## src/rtl/scse_pkg.sv

```systemverilog
// package for the sound channel sample engine
// types, constants and the ima adpcm step table; no dependencies
package scse_pkg;

    localparam int FUNC_W = 2;
    localparam int ADDR_W = 27;
    localparam int POS_W = 28;
    localparam int CNT_W = 19;
    localparam int CFG_W = 27;
    localparam int CFG_IDX_W = 3;

    localparam logic [1:0] FUNC_TICK = 2'd0;
    localparam logic [1:0] FUNC_DATA = 2'd1;
    localparam logic [1:0] FUNC_KEY_ON = 2'd2;
    localparam logic [1:0] FUNC_KEY_OFF = 2'd3;

    localparam logic [1:0] FMT_PCM8 = 2'd0;
    localparam logic [1:0] FMT_PCM16 = 2'd1;
    localparam logic [1:0] FMT_ADPCM = 2'd2;
    localparam logic [1:0] FMT_PSG = 2'd3;

    localparam logic [1:0] WAIT_NONE = 2'd0;
    localparam logic [1:0] WAIT_SAMPLE = 2'd1;
    localparam logic [1:0] WAIT_HEADER = 2'd2;

    localparam logic [1:0] SIZE_BYTE = 2'd0;
    localparam logic [1:0] SIZE_HALF = 2'd1;
    localparam logic [1:0] SIZE_WORD = 2'd2;

    localparam logic [2:0] REG_FORMAT = 3'd0;
    localparam logic [2:0] REG_REPEAT = 3'd1;
    localparam logic [2:0] REG_RELOAD = 3'd2;
    localparam logic [2:0] REG_LOOP = 3'd3;
    localparam logic [2:0] REG_LENGTH = 3'd4;
    localparam logic [2:0] REG_SOURCE = 3'd5;
    localparam logic [2:0] REG_DUTY = 3'd6;
    localparam logic [2:0] REG_CHANNEL = 3'd7;

    typedef enum logic [2:0] {
        ST_IDLE,
        ST_CHECK,
        ST_STEP,
        ST_DECODE,
        ST_ENDCHK,
        ST_OUT
    } state_t;

    function automatic logic [14:0] adpcm_step(input logic [6:0] idx);
        logic [14:0] t;
        case (idx)
            7'd0: t = 15'd7;      7'd1: t = 15'd8;      7'd2: t = 15'd9;
            7'd3: t = 15'd10;     7'd4: t = 15'd11;     7'd5: t = 15'd12;
            7'd6: t = 15'd13;     7'd7: t = 15'd14;     7'd8: t = 15'd16;
            7'd9: t = 15'd17;     7'd10: t = 15'd19;    7'd11: t = 15'd21;
            7'd12: t = 15'd23;    7'd13: t = 15'd25;    7'd14: t = 15'd28;
            7'd15: t = 15'd31;    7'd16: t = 15'd34;    7'd17: t = 15'd37;
            7'd18: t = 15'd41;    7'd19: t = 15'd45;    7'd20: t = 15'd50;
            7'd21: t = 15'd55;    7'd22: t = 15'd60;    7'd23: t = 15'd66;
            7'd24: t = 15'd73;    7'd25: t = 15'd80;    7'd26: t = 15'd88;
            7'd27: t = 15'd97;    7'd28: t = 15'd107;   7'd29: t = 15'd118;
            7'd30: t = 15'd130;   7'd31: t = 15'd143;   7'd32: t = 15'd157;
            7'd33: t = 15'd173;   7'd34: t = 15'd190;   7'd35: t = 15'd209;
            7'd36: t = 15'd230;   7'd37: t = 15'd253;   7'd38: t = 15'd279;
            7'd39: t = 15'd307;   7'd40: t = 15'd337;   7'd41: t = 15'd371;
            7'd42: t = 15'd408;   7'd43: t = 15'd449;   7'd44: t = 15'd494;
            7'd45: t = 15'd544;   7'd46: t = 15'd598;   7'd47: t = 15'd658;
            7'd48: t = 15'd724;   7'd49: t = 15'd796;   7'd50: t = 15'd876;
            7'd51: t = 15'd963;   7'd52: t = 15'd1060;  7'd53: t = 15'd1166;
            7'd54: t = 15'd1282;  7'd55: t = 15'd1411;  7'd56: t = 15'd1552;
            7'd57: t = 15'd1707;  7'd58: t = 15'd1878;  7'd59: t = 15'd2066;
            7'd60: t = 15'd2272;  7'd61: t = 15'd2499;  7'd62: t = 15'd2749;
            7'd63: t = 15'd3024;  7'd64: t = 15'd3327;  7'd65: t = 15'd3660;
            7'd66: t = 15'd4026;  7'd67: t = 15'd4428;  7'd68: t = 15'd4871;
            7'd69: t = 15'd5358;  7'd70: t = 15'd5894;  7'd71: t = 15'd6484;
            7'd72: t = 15'd7132;  7'd73: t = 15'd7845;  7'd74: t = 15'd8630;
            7'd75: t = 15'd9493;  7'd76: t = 15'd10442; 7'd77: t = 15'd11487;
            7'd78: t = 15'd12635; 7'd79: t = 15'd13899; 7'd80: t = 15'd15289;
            7'd81: t = 15'd16818; 7'd82: t = 15'd18500; 7'd83: t = 15'd20350;
            7'd84: t = 15'd22385; 7'd85: t = 15'd24623; 7'd86: t = 15'd27086;
            7'd87: t = 15'd29794; default: t = 15'd32767;
        endcase
        return t;
    endfunction

endpackage

```

## src/rtl/sound_channel_sample_engine_unit.sv

```systemverilog
// Sound channel sample engine: one channel, PCM8/PCM16/IMA ADPCM/PSG/noise.
// Input channel s_* carries func/cycles/mem_data, result channel m_* carries
// the fetch request and the channel sample. Registers via cfg_we/cfg_index.
// Each input transaction gives exactly one result transaction. A tick adds
// cycles to the phase counter; the sequencer then takes one sample step per
// period through CHECK -> STEP (-> ENDCHK) on one shared 29-bit adder. A
// sample data transaction runs DECODE (ADPCM only) and ENDCHK before any
// further steps. A step that needs memory stops the run and the result shows
// the fetch request; the next data transaction completes it.
// Key on, key off and ignored items go straight to OUT; a tick while playing
// and a header word pass CHECK first, and each step adds STEP and CHECK (and
// ENDCHK for a step before the sample start).
// s_tready is high only in IDLE; the result sits in an output register and
// the next item can be taken in the cycle after it has been consumed.
// Reset (aresetn low, synchronous) stops the channel, clears all state except
// the ADPCM byte register and sets the noise register to all ones.
// A stall on m_tready holds the result. Depends on scse_pkg.
module sound_channel_sample_engine_unit (
    input  logic                          aclk,
    input  logic                          aresetn,
    input  logic                          s_tvalid,
    output logic                          s_tready,
    // func[1:0], cycles[13:2], mem_data[45:14], zero fill
    input  logic [47:0]                   s_tdata,
    output logic                          m_tvalid,
    input  logic                          m_tready,
    // fetch_request[0], fetch_address[27:1], fetch_size[29:28],
    // sample_out[45:30], channel_on[46], zero fill
    output logic [47:0]                   m_tdata,
    input  logic                          cfg_we,
    input  logic [scse_pkg::CFG_IDX_W-1:0] cfg_index,
    input  logic [scse_pkg::CFG_W-1:0]    cfg_data
);
    import scse_pkg::*;

    logic [1:0]  fmt_reg, rep_reg;
    logic [15:0] reload_reg, loop_reg;
    logic [21:0] len_reg;
    logic [26:0] src_reg;
    logic [2:0]  duty_reg;
    logic [3:0]  chan_reg;

    state_t state_reg, state_next;
    logic        playing_reg, playing_next;
    logic signed [15:0] smp_reg, smp_next, lsmp_reg, lsmp_next;
    logic [CNT_W-1:0] cnt_reg, cnt_next;
    logic [POS_W-1:0] pos_reg, pos_next;
    logic [26:0] tot_reg, tot_next;
    logic [6:0]  idx_reg, idx_next, lidx_reg, lidx_next;
    logic        lcap_reg, lcap_next;
    logic [14:0] lfsr_reg, lfsr_next;
    logic [2:0]  dcnt_reg, dcnt_next;
    logic [1:0]  wait_reg, wait_next;
    logic [26:0] paddr_reg, paddr_next;
    logic [1:0]  psize_reg, psize_next;
    logic [7:0]  byte_reg, byte_next;
    logic        mval_reg, mval_next;

    logic [1:0]  in_func;
    logic [11:0] in_cycles;
    logic [31:0] in_data;
    assign in_func = s_tdata[1:0];
    assign in_cycles = s_tdata[13:2];
    assign in_data = s_tdata[45:14];

    // shared adder
    logic [POS_W:0] add_a, add_b, add_s;
    assign add_s = add_a + add_b;

    logic [CNT_W-1:0] period;
    assign period = {1'b1, 18'd0} - {1'b0, reload_reg, 2'b00};

    logic [2:0] kshift;
    logic [POS_W-1:0] loop_k;
    always_comb begin
        case (fmt_reg)
            FMT_PCM8: kshift = 3'd2;
            FMT_PCM16: kshift = 3'd1;
            default: kshift = 3'd3;
        endcase
        loop_k = {12'd0, loop_reg} << kshift;
    end

    // adpcm decode pieces
    logic [3:0]  nib;
    logic [14:0] stp;
    logic [18:0] prod;
    logic [15:0] diff;
    logic signed [17:0] sdec;
    logic signed [7:0] nidx;
    logic [6:0]  cidx;
    always_comb begin
        nib = pos_reg[0] ? byte_reg[7:4] : byte_reg[3:0];
        cidx = (idx_reg > 7'd88) ? 7'd88 : idx_reg;
        stp = adpcm_step(cidx);
        prod = 19'(({1'b0, nib[2:0], 1'b1}) * stp);
        diff = prod[18:3];
        sdec = nib[3] ? 18'(smp_reg) - 18'(diff) : 18'(smp_reg) + 18'(diff);
        case (nib[2:0])
            3'd4: nidx = 8'(cidx) + 8'sd2;
            3'd5: nidx = 8'(cidx) + 8'sd4;
            3'd6: nidx = 8'(cidx) + 8'sd6;
            3'd7: nidx = 8'(cidx) + 8'sd8;
            default: nidx = 8'(cidx) - 8'sd1;
        endcase
    end

    always_ff @(posedge aclk) begin
        if (!aresetn) begin
            fmt_reg <= '0; rep_reg <= '0; reload_reg <= '0; loop_reg <= '0;
            len_reg <= '0; src_reg <= '0; duty_reg <= '0; chan_reg <= '0;
        end else if (cfg_we) begin
            case (cfg_index)
                REG_FORMAT: fmt_reg <= cfg_data[1:0];
                REG_REPEAT: rep_reg <= cfg_data[1:0];
                REG_RELOAD: reload_reg <= cfg_data[15:0];
                REG_LOOP: loop_reg <= cfg_data[15:0];
                REG_LENGTH: len_reg <= cfg_data[21:0];
                REG_SOURCE: src_reg <= cfg_data[26:0];
                REG_DUTY: duty_reg <= cfg_data[2:0];
                REG_CHANNEL: chan_reg <= cfg_data[3:0];
                default: ;
            endcase
        end
    end

    always_ff @(posedge aclk) begin
        if (!aresetn) begin
            state_reg <= ST_IDLE; playing_reg <= 1'b0; smp_reg <= '0;
            lsmp_reg <= '0; cnt_reg <= '0; pos_reg <= '0; tot_reg <= '0;
            idx_reg <= '0; lidx_reg <= '0; lcap_reg <= 1'b0;
            lfsr_reg <= 15'h7FFF; dcnt_reg <= '0; wait_reg <= WAIT_NONE;
            paddr_reg <= '0; psize_reg <= '0; mval_reg <= 1'b0;
        end else begin
            state_reg <= state_next; playing_reg <= playing_next;
            smp_reg <= smp_next; lsmp_reg <= lsmp_next; cnt_reg <= cnt_next;
            pos_reg <= pos_next; tot_reg <= tot_next; idx_reg <= idx_next;
            lidx_reg <= lidx_next; lcap_reg <= lcap_next; lfsr_reg <= lfsr_next;
            dcnt_reg <= dcnt_next; wait_reg <= wait_next;
            paddr_reg <= paddr_next; psize_reg <= psize_next;
            mval_reg <= mval_next;
        end
    end

    always_ff @(posedge aclk) begin
        byte_reg <= byte_next;
    end

    always_comb begin
        state_next = state_reg; playing_next = playing_reg; smp_next = smp_reg;
        lsmp_next = lsmp_reg; cnt_next = cnt_reg; pos_next = pos_reg;
        tot_next = tot_reg; idx_next = idx_reg; lidx_next = lidx_reg;
        lcap_next = lcap_reg; lfsr_next = lfsr_reg; dcnt_next = dcnt_reg;
        wait_next = wait_reg; paddr_next = paddr_reg; psize_next = psize_reg;
        byte_next = byte_reg; mval_next = mval_reg;
        add_a = '0; add_b = '0;
        case (state_reg)
            ST_IDLE: begin
                if (s_tvalid) begin
                    case (in_func)
                        FUNC_TICK: begin
                            state_next = ST_OUT;
                            if (playing_reg) begin
                                add_a = (POS_W+1)'(cnt_reg);
                                add_b = (POS_W+1)'(in_cycles);
                                cnt_next = (add_s > 29'h7FFFF) ? 19'h7FFFF
                                                              : add_s[CNT_W-1:0];
                                state_next = ST_CHECK;
                            end
                        end
                        FUNC_DATA: begin
                            state_next = ST_OUT;
                            if (playing_reg && wait_reg != WAIT_NONE) begin
                                wait_next = WAIT_NONE;
                                paddr_next = '0; psize_next = '0;
                                state_next = ST_CHECK;
                                if (wait_reg == WAIT_HEADER) begin
                                    smp_next = in_data[15:0];
                                    idx_next = (in_data[22:16] > 7'd88) ? 7'd88
                                                                      : in_data[22:16];
                                    pos_next = 28'd8;
                                end else if (fmt_reg == FMT_PCM8) begin
                                    smp_next = {in_data[7:0], 8'd0};
                                    pos_next = pos_reg + 28'd1;
                                    state_next = ST_ENDCHK;
                                end else if (fmt_reg == FMT_PCM16) begin
                                    smp_next = in_data[15:0];
                                    pos_next = pos_reg + 28'd1;
                                    state_next = ST_ENDCHK;
                                end else if (fmt_reg == FMT_ADPCM) begin
                                    byte_next = in_data[7:0];
                                    state_next = ST_DECODE;
                                end
                            end
                        end
                        FUNC_KEY_ON: begin
                            state_next = ST_OUT;
                            if (!playing_reg) begin
                                playing_next = 1'b1;
                                cnt_next = '0;
                                add_a = (POS_W+1)'(len_reg);
                                add_b = (POS_W+1)'(loop_reg);
                                tot_next = (fmt_reg == FMT_PSG) ? 27'd0
                                         : 27'(add_s[26:0] << kshift);
                                pos_next = -28'sd3;
                                wait_next = WAIT_NONE;
                                if (fmt_reg == FMT_ADPCM) begin
                                    lcap_next = 1'b0;
                                    wait_next = WAIT_HEADER;
                                    paddr_next = src_reg; psize_next = SIZE_WORD;
                                end else if (fmt_reg == FMT_PSG) begin
                                    lfsr_next = 15'h7FFF; dcnt_next = '0;
                                    pos_next = -28'sd1;
                                end
                            end
                        end
                        default: begin
                            playing_next = 1'b0;
                            wait_next = WAIT_NONE;
                            paddr_next = '0; psize_next = '0;
                            state_next = ST_OUT;
                        end
                    endcase
                end
            end
            ST_CHECK: begin
                add_a = (POS_W+1)'(cnt_reg);
                add_b = ~(POS_W+1)'(period) + 29'd1;
                if (playing_reg && wait_reg == WAIT_NONE && cnt_reg > period) begin
                    cnt_next = add_s[CNT_W-1:0];
                    state_next = ST_STEP;
                end else begin
                    state_next = ST_OUT;
                end
            end
            ST_STEP: begin
                state_next = ST_CHECK;
                if (fmt_reg == FMT_PSG) begin
                    if (chan_reg >= 4'd14) begin
                        lfsr_next = lfsr_reg[0] ? ((lfsr_reg >> 1) ^ 15'h6000)
                                                : (lfsr_reg >> 1);
                        smp_next = lfsr_reg[0] ? -16'sh8000 : 16'sh7FFF;
                    end else if (chan_reg >= 4'd8) begin
                        smp_next = (dcnt_reg > duty_reg) ? -16'sh8000 : 16'sh7FFF;
                        dcnt_next = dcnt_reg + 3'd1;
                    end else begin
                        smp_next = '0;
                    end
                end else if (!pos_reg[POS_W-1]) begin
                    add_a = (POS_W+1)'(src_reg);
                    case (fmt_reg)
                        FMT_PCM8: add_b = (POS_W+1)'(pos_reg);
                        FMT_PCM16: add_b = (POS_W+1)'({pos_reg, 1'b0});
                        default: add_b = (POS_W+1)'(pos_reg >> 1);
                    endcase
                    wait_next = WAIT_SAMPLE;
                    paddr_next = add_s[26:0];
                    psize_next = (fmt_reg == FMT_PCM16) ? SIZE_HALF : SIZE_BYTE;
                end else begin
                    pos_next = pos_reg + 28'd1;
                    state_next = ST_ENDCHK;
                end
            end
            ST_DECODE: begin
                if (sdec > 18'sh7FFF) smp_next = 16'sh7FFF;
                else if (sdec < -18'sh7FFF) smp_next = -16'sh7FFF;
                else smp_next = sdec[15:0];
                if (nidx < 0) idx_next = '0;
                else if (nidx > 8'sd88) idx_next = 7'd88;
                else idx_next = nidx[6:0];
                if (pos_reg == 28'(loop_k)) begin
                    lsmp_next = smp_next; lidx_next = idx_next; lcap_next = 1'b1;
                end
                pos_next = pos_reg + 28'd1;
                state_next = ST_ENDCHK;
            end
            ST_ENDCHK: begin
                state_next = ST_CHECK;
                add_a = {pos_reg[POS_W-1], pos_reg} - (POS_W+1)'(tot_reg);
                add_b = (POS_W+1)'(loop_k);
                if (fmt_reg != FMT_PSG && !pos_reg[POS_W-1]
                    && pos_reg >= 28'(tot_reg)) begin
                    if (rep_reg != 2'd1) begin
                        playing_next = 1'b0;
                    end else if (fmt_reg == FMT_ADPCM && !lcap_reg) begin
                        wait_next = WAIT_HEADER;
                        paddr_next = src_reg; psize_next = SIZE_WORD;
                    end else begin
                        pos_next = add_s[POS_W-1:0];
                        if (fmt_reg == FMT_ADPCM) begin
                            smp_next = lsmp_reg; idx_next = lidx_reg;
                        end
                    end
                end
            end
            ST_OUT: begin
                mval_next = 1'b1;
                if (mval_reg && m_tready) begin
                    mval_next = 1'b0;
                    state_next = ST_IDLE;
                end
            end
            default: state_next = ST_IDLE;
        endcase
    end

    assign s_tready = (state_reg == ST_IDLE);
    assign m_tvalid = mval_reg;
    assign m_tdata = {1'b0, playing_reg, smp_reg, psize_reg, paddr_reg,
                      (wait_reg != WAIT_NONE)};

    a_one_result: assert property (@(posedge aclk) disable iff (!aresetn)
        (m_tvalid && m_tready) |=> s_tready)
        else $error("result not followed by idle");
    a_no_req_idle: assert property (@(posedge aclk) disable iff (!aresetn)
        (wait_reg == WAIT_NONE) |-> (paddr_reg == '0 || state_reg != ST_IDLE))
        else $error("stale fetch address");
    a_wait_play: assert property (@(posedge aclk) disable iff (!aresetn)
        (s_tready && wait_reg != WAIT_NONE) |-> playing_reg)
        else $error("fetch pending while stopped");

endmodule

```

## config.mk

```make
export PLATFORM = sky130hd
export DESIGN_NAME = sound_channel_sample_engine_unit
export DESIGN_NICKNAME = d
export VERILOG_FILES = /design/src/rtl/scse_pkg.sv /design/src/rtl/sound_channel_sample_engine_unit.sv
export SDC_FILE = /design/constraint.sdc
export NUM_CORES = 1
export LEC_CHECK = 0
export BUFFER_PORTS_ARGS = -buffer_cell sky130_fd_sc_hd__buf_2
export CAP_MARGIN = 20
export CORE_MARGIN = 1
export CORE_UTILIZATION = 32
export DETAILED_ROUTE_END_ITERATION = 12
export REMOVE_ABC_BUFFERS = 1
export SLEW_MARGIN = 25
export SYNTH_ARGS = -nofsm -noshare
export SYNTH_HDL_FRONTEND = slang
export SYNTH_SLANG_ARGS = --single-unit
```

## constraint.sdc

```tcl
create_clock -name aclk -period 27.2 [get_ports aclk]
set_clock_uncertainty 0.1 [all_clocks]
set_input_delay 1.36 -clock aclk [delete_from_list [all_inputs] [get_ports aclk]]
set_output_delay 1.36 -clock aclk [all_outputs]
set_load 0.02 [all_outputs]
```

==> out/results.txt <==
Synth cell count leaders: nand2_1 (478), a21oi_1 (360), nor2_1 (320), dfxtp_1 (266), o21ai_0 (240)
Critical path class: reg2reg
Final setup fails: 0
Power Total: 2.94 mW
Worst Setup End Kind: flop
Crit path time final: 11.98 ns
Leakage: 10.2 nW
CP required: 27.56 ns
Layout cells sized above 1: 8.26%
Top-area cell type share of the netlist area: 22.0%
PwrDens: 111 mW/mm2
Worst setup SP type: flop
Mux share of post-synthesis cell area: 3.75%
Post-synth cell types: 90
Post-Synth Simple-Gate Area: 23.0%
Worst skew pair latency: 0.63 ns
Ys Warns: 0
Post-synth EDFFs: 8
Cts hold-fix bufs: 0
TritonCTS Buffers: 30
Mapped cell area: 0.0242 mm2
CP arrival: 12.34 ns
Max reg flops: 28
Fraction of registers with async set/reset: 0%
Register area: 0.00557 mm2
H-Tree Depth: 1
Cells after Synth: 3391
Status: completed
Die Ht: 277 um
Placed Area: 0.0255 mm2
Row cnt: 100
Routed Wire Length: 89000 um
Vias/cell: 5.77
Crit path largest cell delay: 0.68 ns
Hold Crit Class: reg2reg
Die area: 0.0767 mm2
Xor-xnor portion of the synthesized cell area: 6.01%
Avg Cell Area, Syn: 7.13 um2
Largest family of logic cells by synthesized area: compound AO/OA/AOI/OAI gates
Detail Placement HPWL: 64000 um
WP buf/inv: 4
Max IR drop VDD: 139 uV
Area of the multi-input gates: 0.0172 mm2
Vias in the first global route: 23189
Complex-gate fraction of the synthesized area: 28.3%
Residual DRC: 0
Global Route Usage Sum: 22.5%
Post-CTS setup buffer count: 0
Core area: 0.0746 mm2
Number of max-cap violations: 0
RSZ-0062 raised after global routing: no
Clock Sinks: 274
Sequential area share after synthesis: 23.0%
Final Cycle Share: 44.0%
FILL cells: 8065
Clk slew on worst S/H paths: 0.07 ns
CTS resizes: 0
Chip Width: 277 um
Top-count cell post-synth: nand2_1
Layout Cell Area excl Fill: 0.0265 mm2
Fin. Hold Viols: 0
Initial antenna violation count: 5
Top cells by area, synth: dfxtp_1 (22%), a21oi_1 (7.4%), nand2_1 (7.4%), ha_1 (7.3%), nor2_1 (5.0%)
Setup tns final: 0 ns
Non-Filler Instances: 4336
First DRT Iteration DRCs: 2254
Synth Area in Adders: 9.83%
R2r setup slk: 15.22 ns
FMAX: 0.0835 GHz
CP top delay family: simple AND/OR/NAND/NOR gates
Clock tree buffer depth: 3
Pins Over Slew Limit: 0
Routed len/inst: 20.5 um
Final net count: 3603
Global-route wire length before repair: 138000 um
CTS tree: done
I/O pin count: 133
Slew @ Worst Pin: 1.12 ns
Seq cells post-synth: 274
Area leader, netlist: dfxtp_1
Root Buffer: clkbuf_16
IO buf count: 120
Total grt overflow: 0
1st-pass router iterations: 6
Relative slew slack: 24.4%
Critical path peak fanout: 29
Global placer's final weighted congestion: 0.961
Crit-path slowest cell: o21ai_0
Via count: 25040
Initial core utilization: 32.4%
Largest net degree at the start of global routing: 90
Dominant synthesized flop cell: dfxtp_1
Layout area overhead: 9.50%
Placed cell count: 4284
Final ANT Viol Nets: 0
Fin Hold WS: 0.351 ns
## path summary, 6_finish.rpt
path                     start      endpoint  depth (start not counted)
setup / recovery    idx_reg[3]   lsmp_reg[2]                         43
hold / removal    psize_reg[0]  psize_reg[0]                          2
setup reg to reg    idx_reg[3]   lsmp_reg[2]                         43
hold reg to reg   psize_reg[0]  psize_reg[0]                          2
## cell type report
cell class,instances,share of cell area [%]
clock buffers,41,3.22
inverters,143,2.05
well taps,969,4.58
clock inverters,9,0.501
repair buffers,164,3.59
flip-flops and latches,274,21.0
diodes,1,0.00945
multi-input cells,2735,65.0
## cells in the final DEF (no fill, tap or decap), types with 33 or more instances in the layout
cell	instances
nand2_1	477
a21oi_1	360
nor2_1	316
dfxtp_1	264
o21ai_0	239
ha_1	142
inv_1	138
buf_2	120
xnor2_1	105
nand3_1	88
nor3_1	84
mux2i_1	80
xor2_1	61
a211oi_1	55
a31oi_1	52
a21o_1	47
buf_4	43
o211ai_1	42
and2_1	36
nor2b_1	33
## cell families after synthesis
family	Yosys count
muxes	89
AOI/OAI and AO/OA	1084
adders and majority gates	172
other	1
buffers and inverters	382
and+or+nand+nor	1223
DFF	274
xor gates and xnor gates	166
## power by group
part / leakage (nW) / switching (mW) / internal [mW]
registers: 2.23 / 0.0572 / 0.439
clock network: 0.480 / 0.186 / 0.238
logic: 7.44 / 1.31 / 0.717
## per-layer routing
layer	share of wire, %	wire [um]	vias to the layer above	track usage [%]
met1	44	39000	11859	30.4
met5	0.052	46	-	0
met3	7.3	6470	145	3.01
met4	3.1	2730	8	6.55
met2	46	40800	952	37.1
li1	-	-	12076	-
## metrics by stage
step / setup WS, ns / util, %
global placement: 15.65 / 34.1
CTS: 15.55 / 35.5
detailed placement: 15.62 / 34.1
finish: 15.22 / 35.5
floorplan: 17.58 / -
global route: 14.55 / 35.5
## worst min-delay path, delay by kind of cell (launching register included)
family / cells / cell delay [ns]
AO/OA/AOI/OAI: 1 / 0.05
flip-flops: 1 / 0.31
AND/OR/NAND/NOR: 1 / 0.05
No activity file was read; power rests on OpenSTA's default activity.
